### src/rtl/msdc_divider.sv
// Restoring divider, one quotient bit per cycle.
// Used once per decimating finish to derive the triangle stride. No package use.
module msdc_divider #(
	parameter int W = 13
) (
	input  logic         clk,
	input  logic         arst_n,
	input  logic         start,
	input  logic [W-1:0] dividend,
	input  logic [W-1:0] divisor,
	output logic         done,
	output logic [W-1:0] quotient
);

	localparam int CW = $clog2(W + 1);

	logic [W:0]    rem_q;
	logic [W-1:0]  quo_q;
	logic [CW-1:0] cnt_q;
	logic          busy_q;
	logic          done_q;
	logic [W:0]    shifted;

	assign shifted  = {rem_q[W-1:0], quo_q[W-1]};
	assign done     = done_q;
	assign quotient = quo_q;

	always_ff @(posedge clk or negedge arst_n) begin
		if (!arst_n) begin
			busy_q <= 1'b0;
			done_q <= 1'b0;
			cnt_q  <= '0;
		end else begin
			done_q <= 1'b0;
			if (start) begin
				busy_q <= 1'b1;
				cnt_q  <= CW'(W);
			end else if (busy_q) begin
				cnt_q <= cnt_q - CW'(1);
				if (cnt_q == CW'(1)) begin
					busy_q <= 1'b0;
					done_q <= 1'b1;
				end
			end
		end
	end

	always_ff @(posedge clk) begin
		if (start) begin
			rem_q <= '0;
			quo_q <= dividend;
		end else if (busy_q) begin
			if (shifted >= {1'b0, divisor}) begin
				rem_q <= shifted - {1'b0, divisor};
				quo_q <= {quo_q[W-2:0], 1'b1};
			end else begin
				rem_q <= shifted;
				quo_q <= {quo_q[W-2:0], 1'b0};
			end
		end
	end

endmodule

### config.mk
export PLATFORM = sky130hd
export DESIGN_NAME = msdc_divider
export DESIGN_NICKNAME = d
export VERILOG_FILES = /design/src/rtl/msdc_divider.sv
export SDC_FILE = /design/constraint.sdc
export NUM_CORES = 1
export LEC_CHECK = 0
export CAP_MARGIN = 20
export CORE_MARGIN = 2
export CORE_UTILIZATION = 57
export DETAILED_ROUTE_END_ITERATION = 6
export DONT_BUFFER_PORTS = 1
export PLACE_DENSITY = 0.75
export RECOVER_POWER = 25
export SLEW_MARGIN = 10
export SYNTH_ARGS = -nofsm -noshare
export SYNTH_HDL_FRONTEND = slang
export SYNTH_SLANG_ARGS = --single-unit
### constraint.sdc
create_clock -name clk -period 2.3 [get_ports clk]
set_clock_uncertainty 0.15 [all_clocks]
set_input_delay 0.46 -clock clk [delete_from_list [all_inputs] [get_ports clk]]
set_output_delay 0.46 -clock clk [all_outputs]
set_load 0.005 [all_outputs]
== Yosys cells after proc, flatten, opt, wreduce, memory -nomap -nowiden ==
Index checks and enable logic that the tools add are counted.
Word-level totals
  bits in registers: 32
  latch bits: 0
  memory bits (writable): 0
  memory bits (read-only): 0
  bits of input ports: 29
  output and inout bits: 14
  logic and storage cells: 22
  memories: 0
Cells by class
  $add $sub $neg: 2
  multipliers: 0
  divide/modulo/power cells: 0
  $lt $le $gt $ge: 1
  equal/unequal tests: 1
  shifts and indexed selects: 0
  multiplexer cells: 12
  bitwise operators: 0
  reduce and logical (&&, ||, !) cells: 1
Operator list (number)
  $mux 13: 3
  $ge 14x13->1: 1
  $sub 13x13->13: 1
  $mux 4: 2
  $mux 1: 7
  $eq 4x1->1 const B: 1
  $sub 4x1->4 const B: 1
  $reduce_bool 2->1: 1

== Depth between registers and ports, before layout ==
Gate-level depths: netlist (run 1).
  word-level depth: 4
  mapped depth: 10
  depth with buffers taken out: 9

== Worst setup path after synthesis (run 1) ==
Ideal clock, no wire load.
  path type: in2reg
  start: in divisor[7]
  end: reg quo_q[0], in the netlist quotient[0] (data pin)
  library setup time: 0.260 ns
  data arrival time: 2.094 ns
  data required time: 1.890 ns
  setup slack: -0.204 ns
  cell stages on the path: 9
  path buffers: 1
  path through: inv_1 -> ha_1 -> a21oi_1 -> o21ai_0 -> a41oi_1 -> a21o_1 -> buf_4 -> nand2_1 -> mux2_2
Between the ends
  word-level cells in the longest chain between the ends: 4
RTL lines
  start: declaration: line 10  | input logic [W-1:0] divisor,
  $ge 14x13->1: line 53  | if (shifted >= {1'b0, divisor}) begin
  $mux 1: line 53
  $mux 13: line 52  | end else if (busy_q) begin
  $mux 13: line 49  | if (start) begin
  end signal: assignment: line 51  | quo_q <= dividend;
  end signal: assignment: line 55  | quo_q <= {quo_q[W-2:0], 1'b1};
  end signal: assignment: line 58  | quo_q <= {quo_q[W-2:0], 1'b0};
  end: declaration: line 18  | logic [W-1:0] quo_q;
Every way passes these cells. The select of a mux whose other input is x is not followed.
A chain may end at the register's enable or synchronous reset.

== Worst setup path after layout (run 1) ==
  start: reg quo_q[12], in the netlist quotient[12]
  end: reg rem_q[5]
Between the ends
  word-level cells in the longest chain between the ends: 2
  elaborated cells between the ends (all ways): 3
  those cells by class: add/sub (1); order compare (1); mux (1)
RTL lines
  $sub 13x13->13 / $ge 14x13->1 (equally long branches): line 54, 53
  $mux 13 (*): line 53
  end signal: assignment: line 54  | rem_q <= shifted - {1'b0, divisor};
  end signal: assignment: line 57  | rem_q <= shifted;
  end: declaration: line 17  | logic [W:0] rem_q;
Every way passes the cells marked *; elsewhere a longest branch is shown, timed or not.

==> out/qor_table.md, run 1 <==
| Group | Result | This run |
| --- | --- | --- |
| sta | TNS Setup | -1166 ps |
| logic synthesis | Register bit total from synthesis | 32 |
| logic synthesis | Post-synth EDFFs | 13 |
| critical path | FF-to-FF setup slack | -120 ps |
| clock network | Clock tree from TritonCTS | done |
| floorplanning | Total Die Area | 4330 um2 |
| clock network | Clk_lat worst skew | 280 ps |
| floorplanning | Number of placement rows | 22 |
| critical path | Maximum fanout count along the critical path | 4 |
| global routing | Largest net degree at the start of global routing | 38 |
| clock network | Max Buffers Root-to-Sink | 2 |
| sta | Pins Over Slew Limit | 0 |
| logic synthesis | Dominant synthesized flop cell | sky130_fd_sc_hd__edfxtp_1 |
| floorplanning | Effective utilization at floorplan | 59.47% |
| sta | Setup slack after layout | -119.7 ps |
| place | Count of buffers inserted at the top-level ports | 0 |
| logic synthesis | Post-synthesis async set-or-reset flop share | 18.75% |
| clock network | H-tree lvl count | 2 |
| power and ir drop | Power density over cell area | 1141 nW/um2 |
| floorplanning | Std-Cell Core Area | 3661 um2 |
| clock network | Clock Sink Count | 32 |
| logic synthesis | Net count of the mapped netlist | 275 |
| logic synthesis | Syn avg cell area | 9.466 um2 |
| cells and area | Commonest non-fill, non-tap cells in the layout | sky130_fd_sc_hd__buf_4 (24), sky130_fd_sc_hd__inv_1 (17), sky130_fd_sc_hd__nor2_1 (15) |
| sta | Setup repair after global routing missed its margin | true |
| sta | Least-Margin Pin Slew | 684.8 ps |
| place | DP Worst Slack | -247.5 ps |
| worst hold path | Hold crit path type | in2reg |
| global routing | Congestion Overflow GR | 0 |
| cells and area | Number of filler instances in the final layout | 257 |
| drt | Total number of vias | 1,947 |
| cells and area | Syn-to-layout area delta | 25.92% |
| global routing | Vias in the first global route | 1,813 |
| power and ir drop | Max VDD drop | 0.7315 mV |
| global routing | Total routing resource utilization after global routing | 24.87% |
| logic synthesis | Syn Inst Count | 230 |
| critical path | Data required time of the critical path | 2340 ps |
| cells and area | Share of final-layout standard cells stronger than drive strength 1 | 33.98% |
| sta | Achievable clock frequency | 413.3 MHz |
| floorplanning | Chip width | 65.80 um |
| logic synthesis | Seq/Total Area, Yosys | 36.78% |
| sta | Final critical-path share of the clock period | 105.2% |
| floorplanning | Number of top-level pins | 43 |
| global routing | Number of antenna violations at the first check in global routing | 0 |
| clock network | Total clock buffers created by CTS | 5 |
| run | Max-capacitance violation count | 0 |
| run status | Status | finished with violations |
| power and ir drop | Static leakage | 1.131 nW |
| logic synthesis | Area of the mapped netlist | 2177 um2 |
| drt | Count of antenna-violating nets left after detailed routing | 0 |
| critical path | Worst setup path class | reg2reg |
| drt | Number of iterations in the first detailed-routing pass | 4 |
| critical path | Nature of the critical path startpoint | flip-flop |
| logic synthesis | Yosys warns | 0 |
| clock network | Clock-pin transition on the worst setup and hold timing paths | 70 ps |
| cells and area | Diode count | 0 |
| drt | Per-cell routed wire length | 17.72 um |
| run status | Violations in the final reports | setup timing |
| logic synthesis | Distinct cell type count of the synthesized netlist | 50 |
| drt | Via density per instance | 6.342 |
| critical path | Critical Path End Type | flip-flop |
| sta | Normalized max-slew margin | 54.34% |
| place | Routability congestion estimate from global placement | 0.8432 |
| cells and area | Most common cell after layout, fill and taps aside | sky130_fd_sc_hd__buf_4 |
| sta | Final hold violation count | 0 |
| drt | DRC marker count from the first detailed-route iteration | 174 |
| sta | Number of endpoints failing setup at the final stage | 14 |
| drt | DRC errors left | 0 |
| clock network | Clk root buf | sky130_fd_sc_hd__clkbuf_8 |
| place | HPWL reported at the end of detailed placement | 3.889 mm |
| cells and area | Layout net count | 303 |
| floorplanning | DIE HEIGHT | 65.80 um |
| critical path | Worst endpoint data arrival time | 2460 ps |
| sta | Clock period minus final worst setup slack | 2420 ps |
| drt | WL final | 5.441 mm |
| global routing | Global-route wire length before repair | 8.142 mm |
stage by stage:
step / power, W / cell area [um2] / hold slack (ps) / cells / util [%]
finish: 0.003129 / 2741 / 108.2 / 307 / 74.88
CTS: 0.002956 / 2634 / 90.04 / 305 / 71.94
global route: 0.003298 / 2741 / 91.05 / 307 / 74.88
floorplan: 0.001982 / 2267 / 14.41 / 230 / -
global placement: 0.002428 / 2486 / 14.54 / 295 / 67.91
detailed placement: 0.002497 / 2486 / 14.55 / 295 / 67.91
cell usage after synthesis, types with 4 or more instances:
master                     count  area, um2
sky130_fd_sc_hd__o21ai_0      10      50.05
sky130_fd_sc_hd__edfxtp_1     13      390.4
sky130_fd_sc_hd__nor2_1       15      56.30
sky130_fd_sc_hd__nand3_1      11      55.05
sky130_fd_sc_hd__dfrtp_1       6      150.1
sky130_fd_sc_hd__nor2b_1       4      25.02
sky130_fd_sc_hd__ha_1         15      187.7
sky130_fd_sc_hd__dfxtp_1      13      260.3
sky130_fd_sc_hd__inv_1        18      67.56
sky130_fd_sc_hd__nand2_1      10      37.54
sky130_fd_sc_hd__a21oi_1      12      60.06
sky130_fd_sc_hd__clkbuf_1      9      33.78
sky130_fd_sc_hd__xnor2_1       6      52.55
sky130_fd_sc_hd__a21o_1        4      30.03
sky130_fd_sc_hd__a311oi_1     10      87.58
sky130_fd_sc_hd__mux2_2       13      146.4
sky130_fd_sc_hd__a211oi_1      6      45.04
sky130_fd_sc_hd__nand2b_1      5      31.28
power by group:
part / internal [W] / total, W / switching, W
logic: 0.000899 / 0.00182 / 0.000922
registers: 0.000748 / 0.000901 / 0.000153
clock network: 0.000205 / 0.000406 / 0.000201
worst max-delay path: stages, from the launching register on:
cell and delay [ps]:
sky130_fd_sc_hd__edfxtp_1 360, sky130_fd_sc_hd__inv_2 70, sky130_fd_sc_hd__ha_4 160, sky130_fd_sc_hd__fa_2 330
sky130_fd_sc_hd__nand2b_4 160, sky130_fd_sc_hd__a21oi_4 160, sky130_fd_sc_hd__o31ai_4 110, sky130_fd_sc_hd__buf_6 140
sky130_fd_sc_hd__a21oi_4 160, sky130_fd_sc_hd__buf_6 140, sky130_fd_sc_hd__o21ai_0 100, sky130_fd_sc_hd__a311oi_1 280
flip-flops by register name, summed over array words and instances, names as in the netlist:
name	count
busy_q	1
quotient	13
cnt_q	4
rem_q	13
done	1
area by class of cell:
| cell class | instances | area [um2] | share of cell area, % |
|---|---|---|---|
| repair buffers | 32 | 269.0 | 9.813 |
| clock inverters | 3 | 13.76 | 0.5021 |
| flip-flops and latches | 32 | 800.8 | 29.21 |
| clock buffers | 5 | 68.82 | 2.510 |
| inverters | 18 | 67.56 | 2.465 |
| well taps | 48 | 60.06 | 2.191 |
| multi-input cells | 169 | 1461 | 53.31 |
path summary, 6_finish.rpt:
kind,start,cells after the start,endpoint
min,start,1,rem_q[4]
max in group asynchronous,arst_n,1,cnt_q[2]
min reg2reg,rem_q[3],2,rem_q[3]
max reg2reg,quotient[12],11,rem_q[5]
max,quotient[12],11,rem_q[5]
min in group asynchronous,arst_n,1,busy_q
cell families (layout without fill, tap and decap cells):
family | count (synthesis) | after routing | synth area share [%]
compound gates | 63 | 63 | 20.69
fa+ha+maj | 16 | 16 | 9.540
flops | 32 | 32 | 36.78
mux | 15 | 15 | 7.644
buf+inv | 29 | 58 | 5.229
xor+xnor | 9 | 9 | 3.621
simple gates | 66 | 66 | 16.49
what timing repair did:
action                     4_1_cts  5_1_grt
cloned                           0        0
pin swaps                       12        9
hold buffers                     1        0
gates resized for setup         12       17
setup endpoints to repair       14       14
hold endpoints to repair         6        0
buffers inserted                 1        2
layer usage:
metal	routed length (um)	vias to the layer above	track usage (%)	share of wire (%)
met5	0	-	0	0
met4	124	0	8.073	2.3
met3	299	15	5.792	5.5
met2	2739	78	42.05	50
met1	2277	937	31.31	42
li1	-	917	-	-
Power figures use the tool's default switching activity.
==> inputs of run 2 (changes only) <==
--- a/config.mk
+++ b/config.mk
@@ -5,6 +5,7 @@
 export SDC_FILE = /design/constraint.sdc
 export NUM_CORES = 1
 export LEC_CHECK = 0
+export ABC_AREA = 1
 export CAP_MARGIN = 20
 export CORE_MARGIN = 2
 export CORE_UTILIZATION = 57
==> out/qor_table.md, run 2 <==
| Group | Result | This run | Change |
| --- | --- | --- | --- |
| critical path | Endpoint of the most critical setup path | rem_q[8] |  |
| power and ir drop | Power density over cell area | 1076 nW/um2 | -5.7% |
| drt | Via density per instance | 5.071 | -20% |
| logic synthesis | Most frequent cell after synthesis | sky130_fd_sc_hd__nand2_1 |  |
| logic synthesis | Share of the synthesized area in the top cell type | 22.45% | +4.5 points |
| cells and area | Syn-to-layout area delta | 5.892% |  |
| global routing | Congestion Overflow GR | 0 | unchanged |
| logic synthesis | Syn Inst Count | 354 | +54% |
| drt | DRC marker count from the first detailed-route iteration | 97 | -44% |
| power and ir drop | Net switching power of the design | 0.001200 W | -6.0% |
| clock network | Post-CTS Repair Setup Buffers | 0 | -1 |
| sta | Least-Margin Pin Slew | 521.2 ps | -163.7 ps |
| place | HPWL reported at the end of detailed placement | 3.886 mm | about the same |
| global routing | Number of antenna violations at the first check in global routing | 0 | unchanged |
| logic synthesis | Distinct cell type count of the synthesized netlist | 27 | -46% |
| drt | WL final | 4.838 mm | -11% |
| clock network | Clk root buf | sky130_fd_sc_hd__clkbuf_8 |  |
| power and ir drop | Comb pwr share | 53.0% | -5.2 points |
| power and ir drop | Max VDD drop | 0.4467 mV | -39% |
| logic synthesis | Area of the mapped netlist | 2357 um2 | +8.3% |
| critical path | Worst endpoint data arrival time | 2140 ps | -320 ps |
| drt | Per-cell routed wire length | 11.83 um | -33% |
| sta | Number of endpoints failing setup at the final stage | 0 | -14 |
| sta | Setup repair after global routing missed its margin | false |  |
| cells and area | Diode count | 0 | unchanged |
| clock network | Clock Sink Count | 32 | unchanged |
| sta | Normalized max-slew margin | 65.22% | +11 points |
| clock network | Clock tree from TritonCTS | done |  |
| floorplanning | Std-Cell Core Area | 4000 um2 | +9.3% |
| place | Count of buffers inserted at the top-level ports | 0 | unchanged |
| drt | Detailed-routed wire length on met2 | 2.255 mm | -18% |
| place | Cell area reported after detailed placement | 2405 um2 | -3.3% |
| sta | TNS Setup | 0 ps | +1166 ps |
| critical path | Critical R2R Capture | rem_q[8] |  |
| sta | Clock period minus final worst setup slack | 2121 ps | -299.0 ps |
| critical path | Maximum fanout count along the critical path | 3 | -1 |
| drt | Total number of vias | 2,074 | +6.5% |
| clock network | Clk_lat worst skew | 270 ps | about the same |
| global routing | Largest net degree at the start of global routing | 21 | -45% |
| sta | Pins Over Slew Limit | 0 | unchanged |
| power and ir drop | Int Pwr | 0.001486 W | -20% |
| logic synthesis | Register bit total from synthesis | 32 | unchanged |
| cells and area | Share of final-layout standard cells stronger than drive strength 1 | 5.850% | -28 points |
| worst hold path | Worst min-delay path startpoint | start |  |
| critical path | Source of the critical timing path | quotient[12] |  |
| sta | Achievable clock frequency | 471.5 MHz | +14% |
| floorplanning | Total Die Area | 4666 um2 | +7.8% |
| logic synthesis | Cell type with the largest total area after synthesis | sky130_fd_sc_hd__nand2_1 |  |
| floorplanning | DIE HEIGHT | 68.31 um | +3.8% |
| critical path | R2r startpoint | quotient[12] |  |
| power and ir drop | Net Sw Frac | 44.68% | +3.9 points |
| logic synthesis | Syn avg cell area | 6.659 um2 | -30% |
| drt | Met3 layer wire length in the routed design | 297 um | -0.67% |
| drt | Number of iterations in the first detailed-routing pass | 4 | unchanged |
| worst hold path | Hold crit path type | in2reg |  |
| logic synthesis | Synth top cells by count | sky130_fd_sc_hd__nand2_1 (141), sky130_fd_sc_hd__inv_1 (70), sky130_fd_sc_hd__nand3_1 (25) |  |
| logic synthesis | Post-synthesis async set-or-reset flop share | 18.75% | unchanged |
| critical path | Path depth of the worst reg2reg path | 12 | +1 |
| clock network | Total clock buffers created by CTS | 5 | unchanged |
| cells and area | Commonest non-fill, non-tap cells in the layout | sky130_fd_sc_hd__nand2_1 (141), sky130_fd_sc_hd__inv_1 (70), sky130_fd_sc_hd__nand3_1 (25) |  |
| sta | Hold slack | 100.7 ps | -7.524 ps |
| power and ir drop | Clk network pwr share | 15.0% | +2.0 points |
| drt | Highest metal used | met4 |  |
| sta | Final critical-path share of the clock period | 92.20% | -13 points |
| logic synthesis | Net count of the mapped netlist | 399 | +45% |
| cells and area | Final Cell Area | 2496 um2 | -8.9% |
| clock network | H-tree lvl count | 2 | unchanged |
| drt | DRC errors left | 0 | unchanged |
| global routing | Vias in the first global route | 1,945 | +7.3% |
| sta | Final hold violation count | 0 | unchanged |
| critical path | Worst setup path class | reg2reg |  |
| drt | Detailed-route wire length on metal 1 | 2.271 mm | -0.26% |
| critical path | FF-to-FF setup slack | 180 ps | +300 ps |
| logic synthesis | Ranking of synthesized cells by area | sky130_fd_sc_hd__nand2_1 (22%), sky130_fd_sc_hd__edfxtp_1 (17%), sky130_fd_sc_hd__inv_1 (11%) |  |
| run | Max-capacitance violation count | 0 | unchanged |
| critical path | Critical Path End Type | flip-flop |  |
| floorplanning | Chip width | 68.31 um | +3.8% |
| place | Routability congestion estimate from global placement | 0.8694 | +3.1% |
| global routing | Global-route wire length before repair | 8.162 mm | +0.25% |
| run status | Status | complete, no violations |  |
| clock network | Max Buffers Root-to-Sink | 2 | unchanged |
| cells and area | Layout net count | 403 | +33% |
| drt | Count of antenna-violating nets left after detailed routing | 0 | unchanged |
| power and ir drop | Sequential power share | 32.0% | +3.2 points |
| critical path | Nature of the critical path startpoint | flip-flop |  |
| floorplanning | Effective utilization at floorplan | 58.93% | -0.54 points |
| clock network | Clock-pin transition on the worst setup and hold timing paths | 60 ps | about the same |
| critical path | Data required time of the critical path | 2320 ps | -20 ps |
| logic synthesis | Post-synth EDFFs | 13 | unchanged |
| logic synthesis | Yosys warns | 0 | unchanged |
| floorplanning | Number of placement rows | 23 | +4.5% |
| logic synthesis | Dominant synthesized flop cell | sky130_fd_sc_hd__edfxtp_1 |  |
| global routing | Total routing resource utilization after global routing | 23.58% | -1.3 points |
| floorplanning | Number of top-level pins | 43 | unchanged |
| cells and area | Most common cell after layout, fill and taps aside | sky130_fd_sc_hd__nand2_1 |  |
| power and ir drop | Static leakage | 1.418 nW | +25% |
| logic synthesis | Seq/Total Area, Yosys | 33.97% | -2.8 points |
run 2: how the worst min path moves through the flow:
stage | endpoint | slack [ps] | depth (start not counted)
floorplan | busy_q | 10 | 0
global placement | cnt_q[2] | 10 | 0
detailed placement | cnt_q[3] | 10 | 0
CTS | done | 90 | 1
global route | done | 90 | 1
finish | done | 100 | 1
run 2: final cells by class:
cell class,instances,area (um2)
tap,50,62.56
clock inverter,1,5.005
fill,383,1504
inverter,71,266.5
clock buffer,7,76.32
sequential,32,800.8
timing repair buffer,6,47.55
multi-input combinational,242,1237
run 2: power by group through the flow:
stage          combinational [W]  clock (W)  sequential [W]
6_report                 0.00142   0.000403        0.000860
5_1_grt                  0.00165   0.000443        0.000879
4_1_cts                  0.00143   0.000417        0.000859
3_5_place_dp             0.00141          0        0.000868
3_3_place_gp             0.00140          0        0.000867
2_1_floorplan            0.00120          0        0.000825
run 2: cells by family (layout without fill, tap and decap cells):
family                     count (synthesis)  after routing  synth area share [%]
and+or+nand+nor                          207            207                 38.01
buffers and inverters                     80             85                 13.53
DFF                                       32             32                 33.97
adders and majority gates                 16             16                 8.811
AOI/OAI and AO/OA                         12             12                 3.079
xor gates and xnor gates                   7              7                 2.601
run 2: critical path, cell delays in order, from the launching register on:
cell and delay (ps):
sky130_fd_sc_hd__edfxtp_1 370, sky130_fd_sc_hd__inv_1 70, sky130_fd_sc_hd__ha_1 210, sky130_fd_sc_hd__fa_1 400, sky130_fd_sc_hd__inv_1 110, sky130_fd_sc_hd__nand3_1 80, sky130_fd_sc_hd__nand3_1 140, sky130_fd_sc_hd__nand2_1 70
sky130_fd_sc_hd__nand2_1 70, sky130_fd_sc_hd__xor2_1 170, sky130_fd_sc_hd__nand2_1 70, sky130_fd_sc_hd__nand3_1 60, sky130_fd_sc_hd__nand2_1 50
run 2: timing repair:
item / in CTS / in global routing
hold buffers: 1 / 0
resized for setup: 0 / 0
endpoints found under the hold margin: 6 / 0
run 2: metrics by stage:
stage | cells | setup slack, ps | util, % | power [W]
global route | 409 | 3.705 | 62.40 | 0.002972
finish | 409 | 179.3 | 62.40 | 0.002686
CTS | 409 | 156.7 | 62.40 | 0.002703
detailed placement | 400 | 140.8 | 60.12 | 0.002282
floorplan | 354 | 284.2 | - | 0.002021
global placement | 400 | 168.2 | 60.12 | 0.002265
run 2: routing by layer:
metal	up-vias	global-route usage (%)
li1	1107	-
met1	903	30.01
met2	62	39.32
met3	2	6.579
met4	0	6.250
met5	-	0
